==> config.mk <==
export PLATFORM = sky130hd
export DESIGN_NAME = morse_key_decoder
export DESIGN_NICKNAME = d
export VERILOG_FILES = /design/src/sv/mkd_pkg.sv /design/src/sv/morse_key_decoder.sv
export SDC_FILE = /design/constraint.sdc
export NUM_CORES = 1
export LEC_CHECK = 0
export BUFFER_PORTS_ARGS = -buffer_cell sky130_fd_sc_hd__buf_2
export CAP_MARGIN = 20
export CORE_UTILIZATION = 50
export CTS_CLUSTER_SIZE = 25
export DETAILED_ROUTE_END_ITERATION = 16
export PLACE_DENSITY_LB_ADDON = 0.12
export SLEW_MARGIN = 20
export SYNTH_ARGS = -nofsm -noshare
export SYNTH_HDL_FRONTEND = slang
export SYNTH_SLANG_ARGS = --single-unit
==> constraint.sdc <==
create_clock -name clk -period 3.4 [get_ports clk]
set_input_delay 0.51 -clock clk [delete_from_list [all_inputs] [get_ports clk]]
set_output_delay 0.51 -clock clk [all_outputs]
set_load 0.005 [all_outputs]
==> src/sv/mkd_pkg.sv <==
// mkd_pkg: word types and fixed constants for the morse key decoder
// no dependencies; imported by morse_key_decoder

package mkd_pkg;

  localparam int PATTERN_BITS = 8;
  localparam int LENGTH_BITS  = 4;
  localparam int TICK_BITS    = 16;
  localparam logic [TICK_BITS-1:0] DAH_TICKS_RESET = 16'd200;

  typedef enum logic [0:0] {
    PURPOSE_DAH = 1'b0,
    PURPOSE_GAP = 1'b1
  } timer_purpose_t;

  typedef struct packed {
    logic key_pressed;
    logic key_released;
  } in_word_t;

  typedef struct packed {
    logic                    char_valid;
    logic [LENGTH_BITS-1:0]  char_length;
    logic [PATTERN_BITS-1:0] char_pattern;
    logic                    tone_on;
  } out_word_t;

endpackage

==> src/sv/morse_key_decoder.sv <==
// morse_key_decoder: decodes key press/release ticks into morse characters
// depends on mkd_pkg for the word types and constants
//
// usage:
//   in channel (in_valid/in_ready/in_data): one word per timer tick carrying
//   the key press and key release flags of that tick.
//   out channel (out_valid/out_ready/out_data): exactly one word per input
//   word: the finished character (valid, length, dah pattern) if the gap
//   timer ran out on that tick, and the sidetone flag after the tick.
//   cfg_write_en/cfg_write_data set dah_ticks, the dah length and character
//   gap in ticks; write it only while the block is idle.
// timing:
//   an accepted word goes to the output register (to the skid stage on a
//   stall); one word per cycle is sustained while out_ready is high, the
//   state update being a single pass of flag, compare and 16-bit decrement
//   logic between the state registers and the output register.
// reset (rst, synchronous): timer idle, buffer empty, tone off,
//   dah_ticks back to 200, both output stages empty.
// stall: the output register is backed by a one-word skid stage, so one more
//   word is taken while out_ready is low; in_ready drops only while the skid
//   stage is full.

module morse_key_decoder
  import mkd_pkg::*;
#(
  parameter int MAX_ELEMENTS = 8
) (
  input  logic                 clk,
  input  logic                 rst,
  input  logic                 cfg_write_en,
  input  logic [TICK_BITS-1:0] cfg_write_data,
  input  logic                 in_valid,
  output logic                 in_ready,
  input  in_word_t             in_data,
  output logic                 out_valid,
  input  logic                 out_ready,
  output out_word_t            out_data
);

  localparam int CNT_W = $clog2(MAX_ELEMENTS + 1);
  localparam logic [CNT_W-1:0] CNT_MAX = CNT_W'(MAX_ELEMENTS);

  logic [TICK_BITS-1:0]    dah_ticks;
  logic [CNT_W-1:0]        element_count, element_count_next;
  logic [PATTERN_BITS-1:0] pattern_buffer, pattern_buffer_next;
  timer_purpose_t          timer_purpose, timer_purpose_next;
  logic [TICK_BITS-1:0]    timer_remaining, timer_remaining_next;
  logic                    tone_active, tone_active_next;

  out_word_t result;
  out_word_t skid_data;
  logic      skid_valid;
  logic      accept;
  logic      expired;
  logic      gap_emit;

  assign in_ready = !skid_valid;
  assign accept   = in_valid && in_ready;

  // one tick of the key decoder
  always_comb begin
    element_count_next   = element_count;
    pattern_buffer_next  = pattern_buffer;
    timer_purpose_next   = timer_purpose;
    timer_remaining_next = timer_remaining;
    tone_active_next     = tone_active;
    result               = '0;
    expired              = 1'b0;
    gap_emit             = 1'b0;

    if (timer_remaining != '0) begin
      timer_remaining_next = timer_remaining - 1'b1;
      expired = (timer_remaining == TICK_BITS'(1));
    end
    gap_emit = expired && (timer_purpose == PURPOSE_GAP) && (element_count != '0);

    if (gap_emit) begin
      result.char_valid   = 1'b1;
      result.char_length  = LENGTH_BITS'(element_count);
      result.char_pattern = pattern_buffer;
      result.tone_on      = tone_active;
      element_count_next  = '0;
      pattern_buffer_next = '0;
    end else begin
      if (expired && (timer_purpose == PURPOSE_DAH) && (element_count < CNT_MAX)
          && (32'(element_count) < 32'(PATTERN_BITS))) begin
        pattern_buffer_next = pattern_buffer | (PATTERN_BITS'(1) << element_count);
      end
      if (in_data.key_pressed) begin
        tone_active_next     = 1'b1;
        timer_purpose_next   = PURPOSE_DAH;
        timer_remaining_next = dah_ticks;
      end
      // release only counts while the tone is on (after a same-tick press too)
      if (in_data.key_released && tone_active_next) begin
        tone_active_next = 1'b0;
        if (element_count < CNT_MAX) begin
          element_count_next = element_count + 1'b1;
        end
        timer_purpose_next   = PURPOSE_GAP;
        timer_remaining_next = dah_ticks;
      end
      result.tone_on = tone_active_next;
    end
  end

  always_ff @(posedge clk) begin
    if (rst) begin
      dah_ticks       <= DAH_TICKS_RESET;
      element_count   <= '0;
      pattern_buffer  <= '0;
      timer_purpose   <= PURPOSE_DAH;
      timer_remaining <= '0;
      tone_active     <= 1'b0;
    end else begin
      if (cfg_write_en) begin
        dah_ticks <= cfg_write_data;
      end
      if (accept) begin
        element_count   <= element_count_next;
        pattern_buffer  <= pattern_buffer_next;
        timer_purpose   <= timer_purpose_next;
        timer_remaining <= timer_remaining_next;
        tone_active     <= tone_active_next;
      end
    end
  end

  // output register with one-word skid stage behind it
  always_ff @(posedge clk) begin
    if (rst) begin
      out_valid  <= 1'b0;
      skid_valid <= 1'b0;
    end else if (out_ready || !out_valid) begin
      out_valid  <= skid_valid || accept;
      skid_valid <= 1'b0;
    end else if (accept) begin
      skid_valid <= 1'b1;
    end
  end

  always_ff @(posedge clk) begin
    if (out_ready || !out_valid) begin
      out_data <= skid_valid ? skid_data : result;
    end else if (accept) begin
      skid_data <= result;
    end
  end

  a_skid_behind_out: assert property (@(posedge clk) disable iff (rst)
    skid_valid |-> out_valid)
    else $error("skid stage holds a word while the output register is empty");

  a_count_saturates: assert property (@(posedge clk) disable iff (rst)
    element_count <= CNT_MAX)
    else $error("element count above its limit");

  a_empty_out_fills: assert property (@(posedge clk) disable iff (rst)
    (accept && !out_valid) |=> out_valid)
    else $error("accepted word did not reach the output register");

  a_emit_clears: assert property (@(posedge clk) disable iff (rst)
    (accept && gap_emit) |=> (element_count == '0) && (pattern_buffer == '0))
    else $error("buffer not cleared after a character was reported");

endmodule

# After elaboration in Yosys (flattened, before gate mapping)
# Cells that the tools add are included.
# op_classes
bitwise_logic	4
order_cmp	2
eq_ne	1
reduce_logical	22
muxes	18
shift	1
n_addsub	2
# ops
operator	count
16-bit 2-to-1 mux	4
16-bit by 1-bit == test with 1-bit output, second input constant	1
8-bit 2-to-1 mux	2
16-bit nonzero test	1
16-bit by 1-bit subtractor with 16-bit output, second input constant	1
14-bit 2-to-1 mux	1
13-bit 2-to-1 mux	1
4-bit 2-to-1 mux	3
4-bit less-than comparator, second input constant	2
8-bit bitwise OR	1
2-bit nonzero test	4
1-bit by 4-bit << shifter with 8-bit output, first input constant	1
1-bit logical AND	7
1-bit 2-to-1 mux	7
3-bit AND reduction	2
4-bit by 1-bit adder with 4-bit output, second input constant	1
2-bit AND reduction	2
4-bit nonzero test	1
1-bit NOT	3
1-bit logical NOT	2
1-bit logical OR	2
2-bit OR reduction	1
# totals
in_bits	23
elab_cells	66
ff_bits	76
out_inout_bits	16

# Longest topological paths before layout
# Gate-level depths: netlist of the first run.
# depth
depth_word	9
mapped_depth	11

# Worst setup path after synthesis of the first run
# Ideal clock, no wire load.
# synth_timing
path_kind	reg2reg
start	register timer_remaining[0]
end	register out_data[12] (netlist name), data pin
t_required_ps	3271
period_less_slack_ps	2551
setup_ps	129
n_path_buf	3
path_stages_with_launch	12
t_arrival_ps	2422
slack_ps	849
path_cell_list	dfxtp_1 > inv_1 > ha_1 > or4b_4 > or3b_1 > buf_2 > or2_1 > buf_2 > inv_2 > buf_4 > and2_1 > mux2_2
# synth_rtl
item	line	text
from (decl)	morse_key_decoder.sv:47	logic [TICK_BITS-1:0] timer_remaining, timer_remaining_next;
from (signal assigned)	morse_key_decoder.sv:123	timer_remaining <= timer_remaining_next;
to (signal assigned)	morse_key_decoder.sv:144	out_data <= skid_valid ? skid_data : result;
to (decl)	morse_key_decoder.sv:37	output out_word_t out_data

# Worst setup path in the final report of the first run
# layout_timing
start	register timer_remaining[0]
end	register timer_remaining[10]
# layout_via
elab_chain_len	5
elab_cells_between_ends	10
classes_between	add/sub: 1; eq/ne: 1; mux: 5; reduce/logical: 3
# layout_lines
item	line	text
16-bit by 1-bit subtractor with 16-bit output, or another cell as far along	morse_key_decoder.sv:72	timer_remaining_next = timer_remaining - 1'b1;
16-bit 2-to-1 mux / 1-bit 2-to-1 mux (equally long branches)	morse_key_decoder.sv:71	if (timer_remaining != '0) begin
16-bit 2-to-1 mux / 1-bit logical AND (equally long branches)	morse_key_decoder.sv:89, morse_key_decoder.sv:75	
16-bit 2-to-1 mux / 1-bit logical AND (equally long branches)	morse_key_decoder.sv:95, morse_key_decoder.sv:75	
16-bit 2-to-1 mux (*)	morse_key_decoder.sv:77	if (gap_emit) begin
# Mark *: on every way between the ends. The rest lies on a longest branch, timed or not.
# A chain may end at the register's enable or synchronous reset.

==> results of run 1 <==
routing by layer:
layer	vias to the layer above	part of all wire, %	GRT usage, %
met5	-	0	0
met1	1231	45	23.6
met4	0	2.2	9.09
li1	1311	-	-
met3	15	3.8	5.00
met2	53	49	35.2
state kept, by name (all words and copies together), names as in the netlist:
signal and cells:
element_count 4, tone_active 1, out_valid 1, skid_data 14, dah_ticks 16, pattern_buffer 8, timer_purpose 1, timer_remaining 16
out_data 14, skid_valid 1
worst paths after layout:
| path | cells past startpoint | endpoint | slack, ns | from |
|---|---|---|---|---|
| max | 7 | timer_remaining[10]$_SDFFE_PP0P_ | 0.51 | timer_remaining[0]$_SDFFE_PP0P_ |
| min | 2 | dah_ticks[3]$_SDFFE_PP1P_ | 0.36 | cfg_write_data[3] |
| max reg2reg | 7 | timer_remaining[10]$_SDFFE_PP0P_ | 0.51 | timer_remaining[0]$_SDFFE_PP0P_ |
| min reg2reg | 2 | pattern_buffer[4]$_SDFFE_PP0P_ | 0.47 | pattern_buffer[4]$_SDFFE_PP0P_ |
power breakdown:
group | internal [mW] | switching (mW)
combinational | 0.127 | 0.199
sequential | 0.987 | 0.0337
clock | 0.418 | 0.345
total | 1.53 | 0.578
layout by cell type (no fill, tap or decap), drive strengths merged, types with 3 or more instances in the layout:
cell and instances:
a211o 3, a211oi 4, a21o 3, a21oi 12, a221oi 3, a2bb2oi 3
a31oi 8, and2 10, buf 41, clkbuf 9, dfxtp 48, edfxtp 28
ha 9, inv 18, mux2 9, mux2i 22, nand2 13, nand2b 4
nand3 7, nand4 4, nor2 35, nor2b 4, nor3 9, nor4 3
o211ai 6, o21ai 13, o31ai 4, o32ai 4, or2 4, or3 6
or4 4
logic make-up after synthesis:
| logic type | synth area share, % |
|---|---|
| AND/OR/NAND/NOR | 15.7 |
| AO/OA/AOI/OAI | 15.6 |
| flip-flops | 51.6 |
| buffers and inverters | 4.34 |
| multiplexers | 9.21 |
| adder cells (fa/ha/maj) | 3.23 |
| XOR/XNOR | 0.251 |
area by class of cell:
type                       count  area [µm²]
fill                         618        2820
sequential                    76        1800
multi-input combinational    225        1540
timing repair buffer          41         213
clock buffer                   9         124
tap                           80         100
clock inverter                 7        98.8
inverter                      16        60.1
through the flow:
stage | hold WS [ns] | total power, mW
after global placement | 0.441 | 1.36
after global routing | 0.361 | 2.21
after floorplan | 0.428 | 1.27
final | 0.360 | 2.11
after CTS | 0.355 | 2.12
after detailed placement | 0.450 | 1.36
==> flow_metrics.env, run 1 <==
export IMPL_status="finished, final reports clean"
export IMPL_slew_violations=0
export IMPL_num_vias=2610
export IMPL_finish_utilization_pct=58.2
export IMPL_drt_wl_total_um=6980
export IMPL_io_pins=39
export IMPL_p_per_area_nw_per_um2=536
export IMPL_grt_antenna_before_repair=0
export IMPL_path_buf_inv=1
export IMPL_synth_top_area_cell="dfxtp_1"
export IMPL_grt_pass1_wl_um=11500
export IMPL_fin_cells=454
export IMPL_crit_slowest_cell="or4_1"
export IMPL_ys_types=52
export IMPL_worst_path_dominant_cell_family="simple AND/OR/NAND/NOR gates"
export IMPL_async_reset_ff_share_pct=0
export IMPL_dpl_cell_area_um2=3710
export IMPL_initial_utilization_pct=51.6
export IMPL_cpPeakStageDelay_ns=0.52
export IMPL_path_cells="inv_1, ha_1, or4b_4, or3b_1, o21a_1, or4_1, a31oi_1"
export IMPL_skew_ns=0.00636
export IMPL_post_cts_setup_buffers=0
export IMPL_ys_seq_area_share_pct=51.6
export IMPL_fp_dieW_um=85.5
export IMPL_arrival_ns=3.17
export IMPL_rows=30
export IMPL_grt_use_total_pct=20.2
export IMPL_hold_viol=0
export IMPL_hold_buffers=0
export IMPL_drive_gt1_share_pct=19.8
export IMPL_hpwl_um=4740
export IMPL_grt_pass1_vias=2432
export IMPL_cts_root_buf="clkbuf_8"
export IMPL_cts_resized=0
export IMPL_clockBufferDepth=2
export IMPL_worstPathMaxFanout=13
export IMPL_worst_pin_slew_ns=0.782
export IMPL_rsz0062_at_grt="false"
export IMPL_yosys_top_cells_area="dfxtp_1 28%, edfxtp_1 24%, mux2i_1 6.3%"
export IMPL_maxSlewHeadroom_pct=47.9
export IMPL_grt_overflow=0
export IMPL_setup_tns_final_ns=0
export IMPL_synth_top_area_share_pct=27.5
export IMPL_drt_pass1_iter_count=4
export IMPL_die_h_um=85.5
export IMPL_required_ns=3.68
export IMPL_cts_clk_slew_worst_paths_ns=0.08
export IMPL_end_kind="register"
export IMPL_setup_slack_ns=0.507
export IMPL_fp_coreArea_um2=6760
export IMPL_yosysWarnings=0
export IMPL_cap_violations=0
export IMPL_via_per_inst=5.75
export IMPL_vdd_drop_max_v=0.000287
export IMPL_dieArea_um2=7320
export IMPL_post_route_min_period_ns=2.89
export IMPL_synthCells=338
export IMPL_synth_area_per_cell_um2=10.3
export IMPL_grt_max_degree=40
export IMPL_cp_start_kind="register"
export IMPL_stdcell_area_um2=3930
export IMPL_synth_fp_nets=370
export IMPL_hold_path_class="in2reg"
export IMPL_cts_buffers=9
export IMPL_syn_area_um2=3490
export IMPL_synth_most_common_cell="dfxtp_1"
export IMPL_antenna_left=0
export IMPL_leakage_nw=1.58
export IMPL_finalSetupViolCount=0
export IMPL_io_buffers=38
export IMPL_drc=0
export IMPL_fmaxAchievable_mhz=346
export IMPL_min_period_over_period_pct=85.1
export IMPL_ys_ff_latch=76
export IMPL_cts_htree_levels=3
export IMPL_netlist_top_cells_count="48 x dfxtp_1, 35 x nor2_1, 28 x edfxtp_1"
export IMPL_antennaDiodeCount=0
export IMPL_synth_ff_type="dfxtp_1"
export IMPL_place_congestion=0.903
export IMPL_nets=401
export IMPL_cts_tree="done"
export IMPL_synth_edf_count=28
export IMPL_place_ws_ns=0.518
export IMPL_dpl_cell_count=438
export IMPL_path_class="reg2reg"
export IMPL_synthToLayoutAreaGrowth_pct=12.7
export IMPL_drt_iter0_drc=98
export IMPL_worstSkewPairLatency_ns=0.35
export IMPL_clock_sinks=76
export IMPL_detail_route_wl_per_cell_um=15.4
Power figures use the tool's default switching activity.
==> run 2: changes to the inputs <==
CORE_UTILIZATION = 52   (was 50)
clock period = 2.5 ns   (was 3.4 ns; I/O delays follow)
==> flow_metrics.env, run 2 (synthesis results as in run 1) <==
export IMPL_cts_tree="done"
export IMPL_status="complete, but fails checks"
export IMPL_drc=2
export IMPL_drive_gt1_share_pct=26.5
export IMPL_vdd_drop_max_v=0.000436
export IMPL_cp_start_kind="register"
export IMPL_worstPathMaxFanout=9
export IMPL_clockBufferDepth=2
export IMPL_hpwl_um=5400
export IMPL_cts_root_buf="clkbuf_8"
export IMPL_arrival_ns=2.73
export IMPL_via_per_inst=5.79
export IMPL_antenna_left=0
export IMPL_cts_clk_slew_worst_paths_ns=0.08
export IMPL_grt_pass1_vias=2504
export IMPL_nets=423
export IMPL_hold_viol=0
export IMPL_io_buffers=38
export IMPL_cap_violations=0
export IMPL_maxSlewHeadroom_pct=55.7
export IMPL_dpl_cell_count=455
export IMPL_skew_ns=0.0134
export IMPL_hold_path_class="in2reg"
export IMPL_finish_utilization_pct=64.3
export IMPL_die_h_um=83.9
export IMPL_finalSetupViolCount=0
export IMPL_worstSkewPairLatency_ns=0.36
export IMPL_initial_utilization_pct=54.3
export IMPL_final_common_cell="dfxtp_1"
export IMPL_io_pins=39
export IMPL_stdcell_area_um2=4130
export IMPL_leakage_nw=1.68
export IMPL_min_period_over_period_pct=98.0
export IMPL_drt_iter0_drc=220
export IMPL_holdPathStages=2
export IMPL_reg2regPathDepth=7
export IMPL_path_class="reg2reg"
export IMPL_grt_max_degree=23
export IMPL_clock_sinks=76
export IMPL_holdWs_ns=0.232
export IMPL_synthToLayoutAreaGrowth_pct=18.4
export IMPL_top_regs="dah_ticks x16, timer_remaining x16"
export IMPL_grt_use_total_pct=22.9
export IMPL_drt_pass1_iter_count=10
export IMPL_final_cell_mix="47 x dfxtp_1, 38 x buf_2, 35 x nor2_1"
export IMPL_p_per_area_nw_per_um2=688
export IMPL_fp_coreArea_um2=6420
export IMPL_detail_route_wl_per_cell_um=16.2
export IMPL_grt_pass1_wl_um=12400
export IMPL_required_ns=2.78
export IMPL_fill_cells=517
export IMPL_grt_antenna_before_repair=0
export IMPL_finalPower_mw=2.84
export IMPL_place_ws_ns=-0.0371
export IMPL_rows=29
export IMPL_setup_tns_final_ns=0
export IMPL_setup_slack_ns=0.0496
export IMPL_cts_htree_levels=3
export IMPL_worst_pin_slew_ns=0.659
export IMPL_fp_dieW_um=83.9
export IMPL_num_vias=2737
export IMPL_end_kind="register"
export IMPL_dieArea_um2=7040
export IMPL_cts_buffers=9
export IMPL_slew_violations=0
export IMPL_antennaDiodeCount=0
export IMPL_post_route_min_period_ns=2.45
export IMPL_dpl_cell_area_um2=3870
export IMPL_fmaxAchievable_mhz=408
export IMPL_drt_wl_total_um=7640
export IMPL_place_congestion=0.896
export IMPL_grt_overflow=0
export IMPL_rsz0062_at_grt="true"
export IMPL_failed_checks="design-rule violations"
export IMPL_fin_cells=473
-- run 2: cell types whose count changed in the layout (fill, tap and decap cells not counted), moves of 2 or more --
| cell | previous run | this run |
|---|---|---|
| buf_12 | 0 | 2 |
| buf_4 | 3 | 23 |
| mux2i_1 | 22 | 20 |
| mux2i_2 | 0 | 2 |
-- run 2: per-layer routing --
layer	track usage (%)	part of all wire (%)
met1	32.0	47
met2	34.0	45
met3	4.65	5.9
met4	10.8	1.8
met5	0	0
-- run 2: critical path: stages, from the launching register on --
cell,delay (ns)
dfxtp_1,0.34
inv_1,0.08
ha_2,0.18
or4b_4,0.50
or3b_4,0.40
o21a_4,0.24
or4_1,0.48
a31oi_1,0.16
-- run 2: layout make-up --
cell class | count | area [µm²] | share of cell area [%]
clock buffer | 9 | 124 | 3.00
clock inverter | 7 | 73.8 | 1.79
inverter | 16 | 60.1 | 1.45
multi-input combinational | 225 | 1570 | 38.1
sequential | 76 | 1800 | 43.6
tap | 77 | 96.3 | 2.33
timing repair buffer | 63 | 403 | 9.75
-- run 2: final timing paths --
kind,slack (ns),from,to
hold / removal,0.23,cfg_write_data[3],dah_ticks[3]$_SDFFE_PP1P_
setup / recovery,0.05,timer_remaining[1]$_SDFFE_PP0P_,timer_remaining[13]$_SDFFE_PP0P_
setup reg to reg,0.05,timer_remaining[1]$_SDFFE_PP0P_,timer_remaining[13]$_SDFFE_PP0P_
hold reg to reg,0.47,pattern_buffer[5]$_SDFFE_PP0P_,pattern_buffer[5]$_SDFFE_PP0P_
-- run 2: repair_timing --
action	4_1_cts	5_1_grt
gates resized for setup	2	8
setup endpoints to repair	2	19
buffers inserted	0	2
pin swaps	0	2
hold buffers	0	0
-- run 2: power breakdown --
part | switching, mW | internal [mW]
clock network | 0.471 | 0.466
registers | 0.0444 | 1.34
logic | 0.294 | 0.226
total | 0.809 | 2.03
==> run 3: changes to the inputs <==
ABC_AREA = 1   (was default)
CORE_MARGIN = 2   (was default)
CORE_UTILIZATION = 53   (was 52)
==> flow_metrics.env, run 3 <==
export IMPL_drt_iter0_drc=232
export IMPL_fp_dieW_um=87.5
export IMPL_post_cts_setup_buffers=0
export IMPL_dieArea_um2=7650
export IMPL_hpwl_um=5530
export IMPL_r2r_start="element_count[0]$_SDFFE_PP0P_"
export IMPL_holdPathStages=3
export IMPL_synthCells=476
export IMPL_synth_area_per_cell_um2=7.76
export IMPL_grt_antenna_before_repair=0
export IMPL_cts_buffers=9
export IMPL_place_ws_ns=0.389
export IMPL_path_cells="inv_1, ha_1, a21oi_1, nand3_4, buf_4, nor2_1, nor2_1, nor2_1"
export IMPL_p_per_area_nw_per_um2=671
export IMPL_worstPathMaxFanout=21
export IMPL_leakage_nw=1.81
export IMPL_hold_buffers=0
export IMPL_cts_root_buf="clkbuf_8"
export IMPL_ys_types=29
export IMPL_worstSkewPairLatency_ns=0.35
export IMPL_crit_slowest_cell="dfxtp_1"
export IMPL_grt_use_total_pct=22.0
export IMPL_fmaxAchievable_mhz=462
export IMPL_arrival_ns=2.38
export IMPL_synth_edf_count=28
export IMPL_hold_path_class="in2reg"
export IMPL_grt_overflow=0
export IMPL_path_buf_inv=2
export IMPL_top_regs="dah_ticks x16, timer_remaining x16"
export IMPL_syn_area_um2=3690
export IMPL_crit_end="out_data[2]$_DFFE_PP_"
export IMPL_timing_rr_end="out_data[2]$_DFFE_PP_"
export IMPL_detail_route_wl_per_cell_um=13.1
export IMPL_num_vias=3061
export IMPL_r2r_setup_slack_ns=0.33
export IMPL_grt_pass1_vias=2682
export IMPL_ys_ff_latch=76
export IMPL_synthToLayoutAreaGrowth_pct=11.9
export IMPL_clock_sinks=76
export IMPL_required_ns=2.71
export IMPL_final_common_cell="nor2_1"
export IMPL_yosys_top_cells_area="dfxtp_1 26%, edfxtp_1 23%, nor2_1 9.6%"
export IMPL_grt_max_degree=29
export IMPL_io_pins=39
export IMPL_post_route_min_period_ns=2.17
export IMPL_grt_pass1_wl_um=13100
export IMPL_hold_viol=0
export IMPL_path_depth=8
export IMPL_netlist_top_cells_count="94 x nor2_1, 86 x nand2_1, 48 x dfxtp_1"
export IMPL_async_reset_ff_share_pct=0
export IMPL_synth_most_common_cell="nor2_1"
export IMPL_reg2regPathDepth=8
export IMPL_worst_path_dominant_cell_family="simple AND/OR/NAND/NOR gates"
export IMPL_die_h_um=87.5
export IMPL_antenna_left=0
export IMPL_initial_utilization_pct=54.7
export IMPL_ys_seq_area_share_pct=48.8
export IMPL_io_buffers=38
export IMPL_cts_htree_levels=3
export IMPL_fp_coreArea_um2=6760
export IMPL_drt_pass1_iter_count=4
export IMPL_cp_start_kind="register"
export IMPL_crit_start="element_count[0]$_SDFFE_PP0P_"
export IMPL_finalSetupViolCount=0
export IMPL_path_class="reg2reg"
export IMPL_slew_violations=0
export IMPL_cap_violations=0
export IMPL_synth_fp_nets=508
export IMPL_vdd_drop_max_v=0.000379
export IMPL_status="finished, final reports clean"
export IMPL_maxSlewHeadroom_pct=58.9
export IMPL_rsz0062_at_grt="false"
export IMPL_synth_ff_type="dfxtp_1"
export IMPL_yosysWarnings=0
export IMPL_drc=0
export IMPL_min_period_over_period_pct=86.6
export IMPL_drive_gt1_share_pct=14.1
export IMPL_cts_tree="done"
export IMPL_clockBufferDepth=2
export IMPL_cts_clk_slew_worst_paths_ns=0.08
export IMPL_synth_top_area_share_pct=26.0
export IMPL_cpPeakStageDelay_ns=0.40
export IMPL_final_cell_mix="94 x nor2_1, 86 x nand2_1, 48 x dfxtp_1"
export IMPL_nets=543
export IMPL_via_per_inst=5.14
export IMPL_worst_pin_slew_ns=0.616
export IMPL_skew_ns=0.00716
export IMPL_drt_wl_total_um=7810
export IMPL_end_kind="register"
export IMPL_antennaDiodeCount=0
export IMPL_cts_resized=0
export IMPL_path_common_cell="nor2_1"
export IMPL_rows=30
export IMPL_setup_slack_ns=0.334
export IMPL_synth_top_area_cell="dfxtp_1"
export IMPL_place_congestion=0.921
export IMPL_setup_tns_final_ns=0
-- run 3: worst min-delay path by stage --
stage | start | end | slack [ns]
5_1_grt | cfg_write_data[11] | dah_ticks[11]$_SDFFE_PP0P_ | 0.24
4_1_cts | cfg_write_data[3] | dah_ticks[3]$_SDFFE_PP1P_ | 0.23
3_3_place_gp | dah_ticks[6]$_SDFFE_PP1P_ | dah_ticks[6]$_SDFFE_PP1P_ | 0.43
2_1_floorplan | dah_ticks[3]$_SDFFE_PP1P_ | dah_ticks[3]$_SDFFE_PP1P_ | 0.42
6_report | cfg_write_data[3] | dah_ticks[3]$_SDFFE_PP1P_ | 0.24
3_5_place_dp | dah_ticks[3]$_SDFFE_PP1P_ | dah_ticks[3]$_SDFFE_PP1P_ | 0.44
-- run 3: report_power, final --
group          switching, mW  total, mW  internal [mW]  leakage [nW]
registers             0.0437       1.39           1.34         0.688
logic                  0.283      0.441          0.158          1.03
clock network          0.478      0.943          0.465        0.0962
-- run 3: metrics by stage --
step | area (µm²) | util (%) | total power, mW | hold slack, ns | instances
2_1_floorplan | 3690 | - | 1.74 | 0.420 | 476
3_3_place_gp | 3930 | 58.2 | 1.85 | 0.433 | 580
3_5_place_dp | 3930 | 58.2 | 1.85 | 0.437 | 580
4_1_cts | 4130 | 61.1 | 2.78 | 0.230 | 596
5_1_grt | 4130 | 61.1 | 2.91 | 0.239 | 596
6_report | 4130 | 61.1 | 2.77 | 0.237 | 596
-- run 3: worst reg2reg max path: stages (launching register included) --
cell	delay (ns)
dfxtp_1	0.40
inv_1	0.13
ha_1	0.25
a21oi_1	0.36
nand3_4	0.26
buf_4	0.27
nor2_1	0.20
nor2_1	0.07
nor2_1	0.11
-- run 3: per-layer routing --
layer	global-route usage [%]	wire (µm)
met1	34.7	4240
met2	29.1	3100
met3	5.02	362
met4	7.13	105
met5	0	0
-- run 3: area by class of cell --
type | count | area [µm²]
multi-input cells | 335 | 1630
clock inverters | 7 | 73.8
inverters | 45 | 169
flip-flops and latches | 76 | 1800
clock buffers | 9 | 124
well taps | 80 | 100
repair buffers | 44 | 235
fillers | 623 | 2630
-- run 3: cells by family after synthesis --
logic type	share of synthesized area (%)
AOI/OAI and AO/OA	9.35
xor gates and xnor gates	0.712
adders and majority gates	3.05
buffers and inverters	7.15
DFF	48.8
and+or+nand+nor	31.0
